==> config.mk <==
export PLATFORM = sky130hd
export DESIGN_NAME = allpass_bandpass_filter
export DESIGN_NICKNAME = d
export VERILOG_FILES = /design/src/apbp_pkg.sv /design/src/apbp_digit_mac.sv /design/src/apbp_ctrl.sv /design/src/allpass_bandpass_filter.sv
export SDC_FILE = /design/constraint.sdc
export NUM_CORES = 1
export LEC_CHECK = 0
export BUFFER_PORTS_ARGS = -buffer_cell sky130_fd_sc_hd__buf_2
export CAP_MARGIN = 20
export CORE_UTILIZATION = 40
export DETAILED_ROUTE_END_ITERATION = 8
export PLACE_DENSITY = 0.58
export SYNTH_ARGS = -nofsm -noshare
export SYNTH_HDL_FRONTEND = slang
export SYNTH_HIERARCHICAL = 1
export SYNTH_SLANG_ARGS = --single-unit
export TNS_END_PERCENT = 50
==> constraint.sdc <==
create_clock -name clk -period 21.3 [get_ports clk]
set_input_delay 6.39 -clock clk [delete_from_list [all_inputs] [get_ports clk]]
set_output_delay 6.39 -clock clk [all_outputs]
set_load 0.005 [all_outputs]
==> src/apbp_pkg.sv <==
// shared constants, types and controller encodings for the allpass bandpass filter
`default_nettype none

package apbp_pkg;

	localparam int DIGIT_W     = 4;
	localparam int GAIN_W      = 16;
	localparam int GAIN_DIGITS = GAIN_W / DIGIT_W;
	localparam int FRAC_BITS   = 15;
	localparam int CFG_IDX_W   = 2;

	localparam logic [GAIN_W-1:0] GAIN_RESET = 16'd16384;

	localparam logic [CFG_IDX_W-1:0] REG_C    = 2'd0;
	localparam logic [CFG_IDX_W-1:0] REG_K    = 2'd1;
	localparam logic [CFG_IDX_W-1:0] REG_GAIN = 2'd2;

	typedef enum logic [2:0] {
		ST_IDLE,
		ST_MAC,
		ST_BIAS,
		ST_SAT,
		ST_GAIN,
		ST_OUT
	} apbp_state_t;

	typedef struct packed {
		logic idle;
		logic acc_clear;
		logic mac_step;
		logic first_digit;
		logic bias_add;
		logic sat_load;
		logic gain_phase;
		logic out_load;
	} apbp_ctl_t;

endpackage

`default_nettype wire

==> src/apbp_digit_mac.sv <==
// two-lane digit-serial multiply-accumulate, most significant digit first
`default_nettype none

module apbp_digit_mac #(
	parameter int OP_W  = 19,
	parameter int ACC_W = 40
) (
	input  wire logic                              clk,
	input  wire apbp_pkg::apbp_ctl_t               ctl,
	input  wire logic [apbp_pkg::DIGIT_W-1:0]      digit_a,
	input  wire logic [apbp_pkg::DIGIT_W-1:0]      digit_b,
	input  wire logic signed [OP_W-1:0]            op_a,
	input  wire logic signed [OP_W-1:0]            op_b,
	input  wire logic signed [ACC_W-1:0]           bias,
	output logic signed [ACC_W-1:0]                acc
);
	import apbp_pkg::*;

	logic signed [DIGIT_W:0]      da_x;
	logic signed [DIGIT_W:0]      db_x;
	logic signed [OP_W+DIGIT_W:0] prod_a;
	logic signed [OP_W+DIGIT_W:0] prod_b;
	logic signed [ACC_W-1:0]      acc_q;

	// top digit of a signed coefficient carries the sign
	assign da_x = ctl.first_digit ? {digit_a[DIGIT_W-1], digit_a} : {1'b0, digit_a};
	assign db_x = ctl.first_digit ? {digit_b[DIGIT_W-1], digit_b} : {1'b0, digit_b};

	assign prod_a = da_x * op_a;
	assign prod_b = db_x * op_b;

	always_ff @(posedge clk) begin
		if (ctl.acc_clear) begin
			acc_q <= '0;
		end else if (ctl.mac_step) begin
			acc_q <= (acc_q <<< DIGIT_W) + ACC_W'(prod_a) + ACC_W'(prod_b);
		end else if (ctl.bias_add) begin
			acc_q <= acc_q + bias;
		end
	end

	assign acc = acc_q;

endmodule

`default_nettype wire

==> src/apbp_ctrl.sv <==
// sequencer for the coefficient, rounding, gain and output steps of one sample
`default_nettype none

module apbp_ctrl #(
	parameter int NUM_DIG = 5
) (
	input  wire logic                clk,
	input  wire logic                arst_n,
	input  wire logic                in_fire,
	input  wire logic                out_free,
	output apbp_pkg::apbp_ctl_t      ctl
);
	import apbp_pkg::*;

	localparam int MAX_DIG = (NUM_DIG > GAIN_DIGITS) ? NUM_DIG : GAIN_DIGITS;
	localparam int CNT_W   = (MAX_DIG > 1) ? $clog2(MAX_DIG) : 1;
	localparam logic [CNT_W-1:0] MAC_LAST  = CNT_W'(NUM_DIG - 1);
	localparam logic [CNT_W-1:0] GAIN_LAST = CNT_W'(GAIN_DIGITS - 1);

	apbp_state_t      state_q;
	apbp_state_t      state_d;
	logic [CNT_W-1:0] cnt_q;
	logic [CNT_W-1:0] cnt_d;

	always_comb begin
		state_d = state_q;
		cnt_d   = cnt_q;
		case (state_q)
			ST_IDLE: begin
				cnt_d = '0;
				if (in_fire) begin
					state_d = ST_MAC;
				end
			end
			ST_MAC: begin
				cnt_d = cnt_q + 1'b1;
				if (cnt_q == MAC_LAST) begin
					state_d = ST_BIAS;
				end
			end
			ST_BIAS: begin
				state_d = ST_SAT;
			end
			ST_SAT: begin
				cnt_d   = '0;
				state_d = ST_GAIN;
			end
			ST_GAIN: begin
				cnt_d = cnt_q + 1'b1;
				if (cnt_q == GAIN_LAST) begin
					state_d = ST_OUT;
				end
			end
			ST_OUT: begin
				if (out_free) begin
					state_d = ST_IDLE;
				end
			end
			default: begin
				state_d = ST_IDLE;
			end
		endcase
	end

	always_comb begin
		ctl = '0;
		case (state_q)
			ST_IDLE: begin
				ctl.idle      = 1'b1;
				ctl.acc_clear = 1'b1;
			end
			ST_MAC: begin
				ctl.mac_step    = 1'b1;
				ctl.first_digit = (cnt_q == '0);
			end
			ST_BIAS: begin
				ctl.bias_add = 1'b1;
			end
			ST_SAT: begin
				ctl.sat_load  = 1'b1;
				ctl.acc_clear = 1'b1;
			end
			ST_GAIN: begin
				ctl.mac_step   = 1'b1;
				ctl.gain_phase = 1'b1;
			end
			ST_OUT: begin
				ctl.out_load = out_free;
			end
			default: begin
				ctl = '0;
			end
		endcase
	end

	always_ff @(posedge clk or negedge arst_n) begin
		if (!arst_n) begin
			state_q <= ST_IDLE;
			cnt_q   <= '0;
		end else begin
			state_q <= state_d;
			cnt_q   <= cnt_d;
		end
	end

endmodule

`default_nettype wire

==> src/allpass_bandpass_filter.sv <==
// top level of the digit-serial second-order allpass bandpass filter
// a result is registered after the coefficient digit steps, a bias step, a saturate step and the gain digit steps,
// with NUM_DIG = ceil(COEF_WIDTH / 4) digit steps for the coefficient products and 4 for the gain
// the shared digit multiply-accumulate takes a new sample only once the last one is done;
// a waiting result does not block the next transfer in
// reset clears the delay line and coefficients, and sets the gain to one half
`default_nettype none

module allpass_bandpass_filter #(
	parameter int SAMPLE_WIDTH = 16,
	parameter int COEF_WIDTH   = 18
) (
	input  wire logic                                         clk,
	input  wire logic                                         arst_n,
	input  wire logic                                         cfg_we,
	input  wire logic [apbp_pkg::CFG_IDX_W-1:0]               cfg_index,
	input  wire logic [((COEF_WIDTH > apbp_pkg::GAIN_W) ? COEF_WIDTH
	                    : apbp_pkg::GAIN_W)-1:0]              cfg_data,
	input  wire logic                                         sample_in_valid,
	output logic                                              sample_in_stall,
	input  wire logic signed [SAMPLE_WIDTH-1:0]               sample_in,
	output logic                                              sample_out_valid,
	input  wire logic                                         sample_out_stall,
	output logic signed [SAMPLE_WIDTH-1:0]                    sample_out
);
	import apbp_pkg::*;

	localparam int SW      = SAMPLE_WIDTH;
	localparam int CW      = COEF_WIDTH;
	localparam int OP_W    = ((SW > CW) ? SW : CW) + 1;
	localparam int ACC_A   = CW + OP_W + 2;
	localparam int ACC_B   = OP_W + GAIN_W + 2;
	localparam int ACC_AB  = (ACC_A > ACC_B) ? ACC_A : ACC_B;
	localparam int ACC_W   = (ACC_AB > SW + FRAC_BITS + 2) ? ACC_AB : SW + FRAC_BITS + 2;
	localparam int SH_W    = ACC_W - FRAC_BITS;
	localparam int NUM_DIG = (CW + DIGIT_W - 1) / DIGIT_W;
	localparam int CSH_W   = NUM_DIG * DIGIT_W;

	localparam logic signed [CW-1:0] AP_MAX  = {1'b0, {(CW-1){1'b1}}};
	localparam logic signed [CW-1:0] AP_MIN  = {1'b1, {(CW-1){1'b0}}};
	localparam logic signed [SW-1:0] OUT_MAX = {1'b0, {(SW-1){1'b1}}};
	localparam logic signed [SW-1:0] OUT_MIN = {1'b1, {(SW-1){1'b0}}};
	localparam logic signed [ACC_W-1:0] HALF_LSB = ACC_W'(1) <<< (FRAC_BITS - 1);

	apbp_ctl_t ctl;

	logic signed [CW-1:0]    c_q;
	logic signed [CW-1:0]    k_q;
	logic [GAIN_W-1:0]       gain_q;
	logic signed [SW-1:0]    x1_q;
	logic signed [SW-1:0]    x2_q;
	logic signed [CW-1:0]    y1_q;
	logic signed [CW-1:0]    y2_q;
	logic signed [SW-1:0]    x_q;
	logic signed [OP_W-1:0]  opa_q;
	logic signed [OP_W-1:0]  opb_q;
	logic [CSH_W-1:0]        csh_q;
	logic [CSH_W-1:0]        ksh_q;
	logic [GAIN_W-1:0]       gsh_q;
	logic                    out_valid_q;
	logic signed [SW-1:0]    out_q;

	logic                    in_fire;
	logic                    out_free;
	logic [DIGIT_W-1:0]      digit_a;
	logic [DIGIT_W-1:0]      digit_b;
	logic signed [ACC_W-1:0] bias;
	logic signed [ACC_W-1:0] acc;
	logic signed [SH_W-1:0]  ap_sh;
	logic signed [CW-1:0]    ap_sat;
	logic signed [ACC_W-1:0] out_rnd;
	logic signed [SH_W-1:0]  out_sh;
	logic signed [SW-1:0]    out_sat;

	assign in_fire         = sample_in_valid && ctl.idle;
	assign sample_in_stall = !ctl.idle;
	assign out_free        = !out_valid_q || !sample_out_stall;

	// configuration writes
	always_ff @(posedge clk or negedge arst_n) begin
		if (!arst_n) begin
			c_q    <= '0;
			k_q    <= '0;
			gain_q <= GAIN_RESET;
		end else if (cfg_we) begin
			case (cfg_index)
				REG_C:    c_q    <= cfg_data[CW-1:0];
				REG_K:    k_q    <= cfg_data[CW-1:0];
				REG_GAIN: gain_q <= cfg_data[GAIN_W-1:0];
				default:  ;
			endcase
		end
	end

	apbp_ctrl #(
		.NUM_DIG (NUM_DIG)
	) u_ctrl (
		.clk      (clk),
		.arst_n   (arst_n),
		.in_fire  (in_fire),
		.out_free (out_free),
		.ctl      (ctl)
	);

	// operands and digit shift registers
	always_ff @(posedge clk) begin
		if (in_fire) begin
			x_q   <= sample_in;
			opa_q <= OP_W'(y2_q) - OP_W'(sample_in);
			opb_q <= OP_W'(x1_q) - OP_W'(y1_q);
			csh_q <= CSH_W'(c_q);
			ksh_q <= CSH_W'(k_q);
		end else if (ctl.sat_load) begin
			opa_q <= OP_W'(x_q) - OP_W'(ap_sat);
			gsh_q <= gain_q;
		end else if (ctl.mac_step) begin
			if (ctl.gain_phase) begin
				gsh_q <= gsh_q << DIGIT_W;
			end else begin
				csh_q <= csh_q << DIGIT_W;
				ksh_q <= ksh_q << DIGIT_W;
			end
		end
	end

	assign digit_a = ctl.gain_phase ? gsh_q[GAIN_W-1 -: DIGIT_W] : csh_q[CSH_W-1 -: DIGIT_W];
	assign digit_b = ctl.gain_phase ? '0 : ksh_q[CSH_W-1 -: DIGIT_W];

	// x2 at the product scale plus half an lsb for rounding
	assign bias = {{(ACC_W-SW-FRAC_BITS){x2_q[SW-1]}}, x2_q, 1'b1, {(FRAC_BITS-1){1'b0}}};

	apbp_digit_mac #(
		.OP_W  (OP_W),
		.ACC_W (ACC_W)
	) u_mac (
		.clk     (clk),
		.ctl     (ctl),
		.digit_a (digit_a),
		.digit_b (digit_b),
		.op_a    (opa_q),
		.op_b    (opb_q),
		.bias    (bias),
		.acc     (acc)
	);

	// allpass output: shift and saturate
	assign ap_sh = acc[ACC_W-1:FRAC_BITS];
	always_comb begin
		if ((&ap_sh[SH_W-1:CW-1]) || !(|ap_sh[SH_W-1:CW-1])) begin
			ap_sat = ap_sh[CW-1:0];
		end else if (ap_sh[SH_W-1]) begin
			ap_sat = AP_MIN;
		end else begin
			ap_sat = AP_MAX;
		end
	end

	// delay line
	always_ff @(posedge clk or negedge arst_n) begin
		if (!arst_n) begin
			x1_q <= '0;
			x2_q <= '0;
			y1_q <= '0;
			y2_q <= '0;
		end else if (ctl.sat_load) begin
			x2_q <= x1_q;
			x1_q <= x_q;
			y2_q <= y1_q;
			y1_q <= ap_sat;
		end
	end

	// bandpass output: round, shift and saturate
	assign out_rnd = acc + HALF_LSB;
	assign out_sh  = out_rnd[ACC_W-1:FRAC_BITS];
	always_comb begin
		if ((&out_sh[SH_W-1:SW-1]) || !(|out_sh[SH_W-1:SW-1])) begin
			out_sat = out_sh[SW-1:0];
		end else if (out_sh[SH_W-1]) begin
			out_sat = OUT_MIN;
		end else begin
			out_sat = OUT_MAX;
		end
	end

	always_ff @(posedge clk or negedge arst_n) begin
		if (!arst_n) begin
			out_valid_q <= 1'b0;
		end else if (ctl.out_load) begin
			out_valid_q <= 1'b1;
		end else if (!sample_out_stall) begin
			out_valid_q <= 1'b0;
		end
	end

	always_ff @(posedge clk) begin
		if (ctl.out_load) begin
			out_q <= out_sat;
		end
	end

	assign sample_out_valid = out_valid_q;
	assign sample_out       = out_q;

endmodule

`default_nettype wire
==> flow_summary.toml, run 1 <==
[floorplanning]
die_x_um = 258
row_count = 93
fp.dieH_um = 258
die_area_um2 = 66400
core_um2 = 64600
initial_core_util_pct = 40.5
ios = 59

[clock_tree]
cts_root_buffer = "clkbuf_16"
ctsHoldBuffers = 0
path_clk_slew_ps = 60
h-tree-depth = 2
cts-root-to-sink-buffers = 3
cts_buffers = 35
cts_tree = "built"
cts_resized = 0
post-cts-setup-buffers = 0
clkLatencyLatePin_ps = 550
clock-sinks = 292

[critical_path]
crit_path_top_delay_cell = "nor2_1"
crit_family = "simple AND/OR/NAND/NOR gates"
max_stage_delay_ps = 790
worstPathArrival_ps = 2420
criticalPathCategory = "reg2out"
crit_path_cell_trace = "or2_4, nor2_1, inv_1, buf_2"
crit_path_max_fanout = 12
crit_required_ps = 14910
cp-end-kind = "primary output"
start_kind = "flop"
path_buf_inv = 2

[synthesis]
async_reset_ff_share_pct = 43.5
yosysWarningCount = 6
synth.yosys.seq_area_share_pct = 29.6
synth_area_per_cell_um2 = 9.74
synthCells = 2686
synth_edf_count = 126
yosysMostFrequentCell = "inv_1"
syn-cell-area_um2 = 26200
ys_ff_latch = 292
synthDistinctLibCells = 102
yosys.area.top_type = "fa_1"
synthTopCellsByCount = "inv_1, nand2_1, fa_1"
yosysTopAreaCellShare_pct = 17.5
yosys_most_used_dff = "edfxtp_1"
netlist_top_cells_area = "fa_1, edfxtp_1, dfrtp_1, ha_1, inv_1"

[placement]
gp_congestion = 0.889
portBuffers = 58
placedCellCount = 3545
dp_slack_ps = 12360
hpwl_um = 53000

[timing]
period_needed_ps = 8810
clock_skew_ps = 22.0
fmax_mhz = 114
slew_headroom_pct = 30.4
tightest_slew_ps = 1040
hold-worst-slack_ps = 486
worst_slack_ps = 12490
timing.final.hold_violations = 0
period_share_pct = 41.4
rsz0062_at_grt = "no"
setup_viol = 0
setup_tns_ps = 0
slew_viol_final = 0

[finish]
finalNetCount = 3214
fin_cells = 3611
area_delta_synth_final_pct = 9.17
drive_gt1_share_pct = 10.3

[status]
status = "complete, no violations"

[drt]
via_per_inst = 5.34
drt_iter0_markers = 1261
vias = 19300
ant_nets = 0
drc = 0
dr_wl_met3_um = 3670
dr.pass1.iters = 5
dr_wl_met2_um = 30800
post_drt_wl_per_cell_um = 18.9
top_layer = "met4"
routed_wl_um = 68100
wl_met1_um = 32200

[worst_hold_path]
hold_class = "reg2reg"

[global_route]
antenna_found_initial = 3
grt_pass1_wl_um = 108000
grt_pass1_vias = 19500
grt-ovfl-total = 0
grt_usage_pct = 20.6
grt_max_degree = 70

[run]
maxCapViolations = 0
-- kinds of logic (layout without fill, tap and decap cells) --
family | count (synthesis) | count (layout) | share of synthesized area (%)
simple gates | 737 | 737 | 13.5
other cells | 2 | 17 | 0.0287
compound gates | 513 | 513 | 13.1
xor+xnor | 110 | 110 | 3.68
fa+ha+maj | 445 | 445 | 27.8
buf+inv | 462 | 517 | 6.86
mux | 125 | 125 | 5.35
flops | 292 | 292 | 29.6
-- state kept, by name, summed over array words and instances, names as in the netlist --
signal	count
u_mac/acc	39
csh_q	20
ksh_q	20
opa_q	19
opb_q	19
c_q	18
k_q	18
y1_q	18
y2_q	18
gain_q	16
gsh_q	16
sample_out	16
x1_q	16
x2_q	16
x_q	16
u_ctrl/cnt_q	3
u_ctrl/state_q	3
sample_out_valid	1
-- area by class of cell --
class	instances	area, um^2
antenna	1	2.50
fill	6173	36000
multi-input combinational	1946	16700
clock inverter	11	128
clock buffer	53	1010
inverter	371	1390
tap	855	1070
timing repair buffer	82	484
sequential	292	7740
-- path summary, 6_finish.rpt --
path                                   endpoint         startpoint  slack (ps)  depth (start not counted)
worst max-delay path            sample_in_stall  u_ctrl/state_q[1]       12490                          4
max in group asynchronous               c_q[15]             arst_n       14160                          2
worst min-delay path                     c_q[7]             c_q[7]         490                          1
worst min register to register           c_q[7]             c_q[7]         490                          1
min in group asynchronous             gain_q[8]             arst_n        5840                          1
worst max register to register    u_mac/acc[37]  u_ctrl/state_q[2]       12590                         24
-- layer usage --
metal  up-vias  global-route usage [%]
met4         0                    5.18
li1       9176                       -
met5         -                       0
met3        89                    2.96
met1      9543                    29.2
met2       489                    33.0
-- cell usage in the layout (no fill, tap or decap), types with 12 or more instances in the layout --
master	n
conb_1	16
and3_1	27
nand3_1	32
o21ai_1	49
mux2_2	87
a31oi_1	18
fa_1	228
a21o_1	41
nor2b_1	26
xnor2_1	64
nand2b_1	19
mux2_1	31
dfxtp_1	39
o21a_1	18
dfrtp_1	126
nor3_1	34
clkbuf_1	12
o211ai_1	15
xor2_1	46
inv_1	368
nand4_1	23
or2_2	21
or3_1	16
o21ai_0	48
buf_4	23
nor2_1	144
buf_2	57
ha_1	217
nand2_1	275
o21bai_1	16
a21oi_1	164
clkbuf_16	36
a211oi_1	38
and2_1	76
edfxtp_1	126
-- stage by stage --
stage	utilization [%]	area [um^2]
after floorplan	-	26200
after global placement	42.4	27400
after detailed placement	42.4	27400
after CTS	44.2	28500
after global routing	44.2	28500
final	44.2	28500
Power of run 1 is not shown: default switching activity piles up to over one toggle a cycle in this logic, so the estimate is an artifact.
==> inputs of run 2 (changes only) <==
==> constraint.sdc (replaced) <==
create_clock -name clk -period 8.9 [get_ports clk]
set_input_delay 2.67 -clock clk [delete_from_list [all_inputs] [get_ports clk]]
set_output_delay 2.67 -clock clk [all_outputs]
set_load 0.005 [all_outputs]
==> flow_summary.toml, run 2 (synthesis results as in run 1) <==
[status]
status = "complete, no violations"

[placement]
hpwl_um = 54300
gp_congestion = 0.938
placedCellCount = 3550
portBuffers = 58

[finish]
fin_cells = 3614
area_delta_synth_final_pct = 9.30
utilization_pct = 44.3
drive_gt1_share_pct = 10.5
largest_reg_flops = 39
final_cell_mix = "inv_1, nand2_1, fa_1"
final_common_cell = "inv_1"
n_fill_cell = 6143
finalNetCount = 3217

[critical_path]
crit_required_ps = 9350
crit_path_top_delay_cell = "dfrtp_1"
path_common_cell = "inv_1"
criticalPathCategory = "reg2reg"
worstPathArrival_ps = 8410
start_kind = "flop"
crit_path_max_fanout = 20
max_stage_delay_ps = 680
reg2reg_depth = 26
cp-end-kind = "flop"

[clock_tree]
cts-root-to-sink-buffers = 3
cts_root_buffer = "clkbuf_16"
path_clk_slew_ps = 60
cts_buffers = 34
post-cts-setup-buffers = 0
clkLatencyLatePin_ps = 560
cts_tree = "built"
cts_resized = 0
ctsHoldBuffers = 0
h-tree-depth = 2
clock-sinks = 292

[floorplanning]
row_count = 93
core_um2 = 64600
ios = 59
die_x_um = 258
fp.dieH_um = 258
die_area_um2 = 66400
initial_core_util_pct = 40.5

[global_route]
grt_max_degree = 83
antenna_found_initial = 0
grt_usage_pct = 21.1
grt-ovfl-total = 0
grt_pass1_wl_um = 111000
grt_pass1_vias = 19600

[worst_hold_path]
worst_hold_path.num_cells = 1
hold_class = "reg2reg"

[timing]
period_share_pct = 89.5
slew_viol_final = 0
slew_headroom_pct = 26.4
rsz0062_at_grt = "no"
timing.final.hold_violations = 0
period_needed_ps = 7960
setup_tns_ps = 0
clock_skew_ps = 18.1
fmax_mhz = 126
setup_viol = 0
tightest_slew_ps = 1100

[drt]
via_per_inst = 5.39
post_drt_wl_per_cell_um = 19.3
dr.pass1.iters = 6
ant_nets = 0
vias = 19500
routed_wl_um = 69700
drc = 0
drt_iter0_markers = 1496

[run]
maxCapViolations = 0
[run 2: cell count changes in the layout (fill, tap and decap cells not counted), moves of 2 or more]
cell / delta
clkinvlp_4: +4
clkbuf_8: -3
clkbuf_1: -5
clkinv_2: +2
buf_4: +4
clkbuf_16: -2
[run 2: through the flow]
step	worst slack (ps)	hold WS, ps	area [um^2]
finish	937	491	28600
detailed placement	1050	478	27400
CTS	1020	492	28600
floorplan	1870	452	26200
global placement	1170	467	27400
global route	524	509	28600
[run 2: area by class of cell]
cell class	count	area (um^2)	area share, %
clock inverters	19	226	0.792
clock buffers	43	905	3.16
flip-flops and latches	292	7740	27.1
repair buffers	86	527	1.84
well taps	855	1070	3.74
inverters	371	1390	4.88
multi-input cells	1946	16700	58.5
diodes	2	5.00	0.0175
[run 2: path summary, 6_finish.rpt]
kind,startpoint,endpoint,slack [ps]
worst max register to register,u_ctrl/state_q[2],u_mac/acc[38],940
worst min register to register,c_q[7],c_q[7],490
worst min-delay path,c_q[7],c_q[7],490
worst max-delay path,u_ctrl/state_q[2],u_mac/acc[38],940
min in group asynchronous,arst_n,k_q[10],2110
max in group asynchronous,arst_n,k_q[17],5440
[run 2: per-layer routing]
| layer | track usage [%] | up-vias | share of wire, % |
|---|---|---|---|
| met3 | 2.39 | 85 | 5.2 |
| met2 | 33.8 | 581 | 46 |
| met1 | 30.3 | 9640 | 47 |
| met5 | 0 | - | 0 |
| li1 | - | 9177 | - |
| met4 | 5.14 | 0 | 2.1 |
[run 2: critical path: cells and delay by family (launching register included)]
family | cells | cell delay [ps]
xor+xnor | 1 | 150
simple gates | 5 | 1210
buf+inv | 8 | 1250
fa+ha+maj | 6 | 2950
flops | 1 | 680
compound gates | 5 | 1110
mux | 1 | 490
Power of run 2 is left out for the same reason.
==> inputs of run 3 (changes only) <==
--- a/config.mk
+++ b/config.mk
@@ -7,6 +7,7 @@
 export LEC_CHECK = 0
 export BUFFER_PORTS_ARGS = -buffer_cell sky130_fd_sc_hd__buf_2
 export CAP_MARGIN = 20
+export CORE_MARGIN = 2
 export CORE_UTILIZATION = 40
 export DETAILED_ROUTE_END_ITERATION = 8
 export PLACE_DENSITY = 0.58
==> constraint.sdc (replaced) <==
create_clock -name clk -period 8.9 [get_ports clk]
set_input_delay 2.67 -clock clk [delete_from_list [all_inputs] [get_ports clk]]
set_output_delay 2.67 -clock clk [all_outputs]
set_load 0.1 [all_outputs]
==> flow_summary.toml, run 3 (synthesis results as in run 1) <==
[status]
status = "complete, no violations"

[finish]
finalNetCount = 3219
area_delta_synth_final_pct = 9.38
largest_reg_flops = 39
final_common_cell = "inv_1"
final_cell_mix = "inv_1, nand2_1, fa_1"
antenna_cells = 0
drive_gt1_share_pct = 10.5

[clock_tree]
ctsHoldBuffers = 0
cts_buffers = 34
path_clk_slew_ps = 60
cts-root-to-sink-buffers = 3
clock-sinks = 292
cts_resized = 0
cts_tree = "built"
cts_root_buffer = "clkbuf_16"
post-cts-setup-buffers = 0
clkLatencyLatePin_ps = 570
h-tree-depth = 2

[timing]
tightest_slew_ps = 1060
slew_viol_final = 0
timing.final.hold_violations = 0
setup_tns_ps = 0
rsz0062_at_grt = "no"
clock_skew_ps = 25.1
slew_headroom_pct = 29.5
setup_viol = 0
period_share_pct = 89.2
fmax_mhz = 126
period_needed_ps = 7930

[global_route]
grt_use_met3_pct = 2.60
grt_pass1_wl_um = 111000
grt_busiest_layer = "met2"
grt_usage_pct = 21.0
grt_util_met2_pct = 34.1
grt-ovfl-total = 0
antenna_found_initial = 0
grt_pass1_vias = 19800
grt_max_degree = 74
grtUsageMet1_pct = 29.7

[floorplanning]
core_um2 = 64600
fp.dieH_um = 260
initial_core_util_pct = 40.5
row_count = 93
ios = 59
die_x_um = 260
die_area_um2 = 67400

[critical_path]
start_kind = "flop"
worstPathArrival_ps = 8370
cp-end-kind = "flop"
crit_path_top_delay_cell = "dfrtp_1"
criticalPathCategory = "reg2reg"
crit_path_start = "u_ctrl/state_q[2]"
r2r-start = "u_ctrl/state_q[2]"
crit_family = "adder cells"
path_common_cell = "inv_1"
crit_path_max_fanout = 20
crit_required_ps = 9330
max_stage_delay_ps = 690
path_buf_inv = 8

[drt]
vias = 19500
drt_iter0_markers = 1494
post_drt_wl_per_cell_um = 19.4
ant_nets = 0
drc = 0
dr.pass1.iters = 6
via_per_inst = 5.39
routed_wl_um = 70300

[worst_hold_path]
hold_class = "reg2reg"
hp-start = "c_q[9]"

[run]
maxCapViolations = 0

[placement]
hpwl_um = 54700
portBuffers = 58
gp_congestion = 0.953
[run 3: worst paths after layout]
check,depth (start not counted),slack [ps],to
worst min register to register,1,490,c_q[9]
worst max-delay path,25,970,u_mac/acc[37]
worst min-delay path,1,490,c_q[9]
min in group asynchronous,1,2130,k_q[10]
max in group asynchronous,2,5470,x2_q[10]
worst max register to register,25,970,u_mac/acc[37]
[run 3: area by class of cell]
class / instances / area [um^2]
Clock buffer: 40 / 873
Timing Repair Buffer: 88 / 537
Clock inverter: 22 / 275
Sequential cell: 292 / 7740
Inverter: 371 / 1390
Multi-Input combinational cell: 1946 / 16700
Fill cell: 6104 / 36000
Tap cell: 855 / 1070
[run 3: stage by stage]
stage                     std cells  util (%)  hold slack (ps)  cell area, um^2  setup slack, ps
after floorplan                2700         -              452            26200             1870
after global placement         3550      42.5              468            27400             1290
after detailed placement       3551      42.5              478            27400             1010
after CTS                      3613      44.3              493            28600              956
after global routing           3614      44.3              494            28600              472
final                          3614      44.3              489            28600              965
[run 3: routing by layer]
metal / wire length, um / up-vias
met2: 32300 / 560
met3: 3730 / 95
met1: 32800 / 9667
met5: 0 / -
li1: - / 9164
met4: 1450 / 0
Power of run 3 is left out for the same reason.
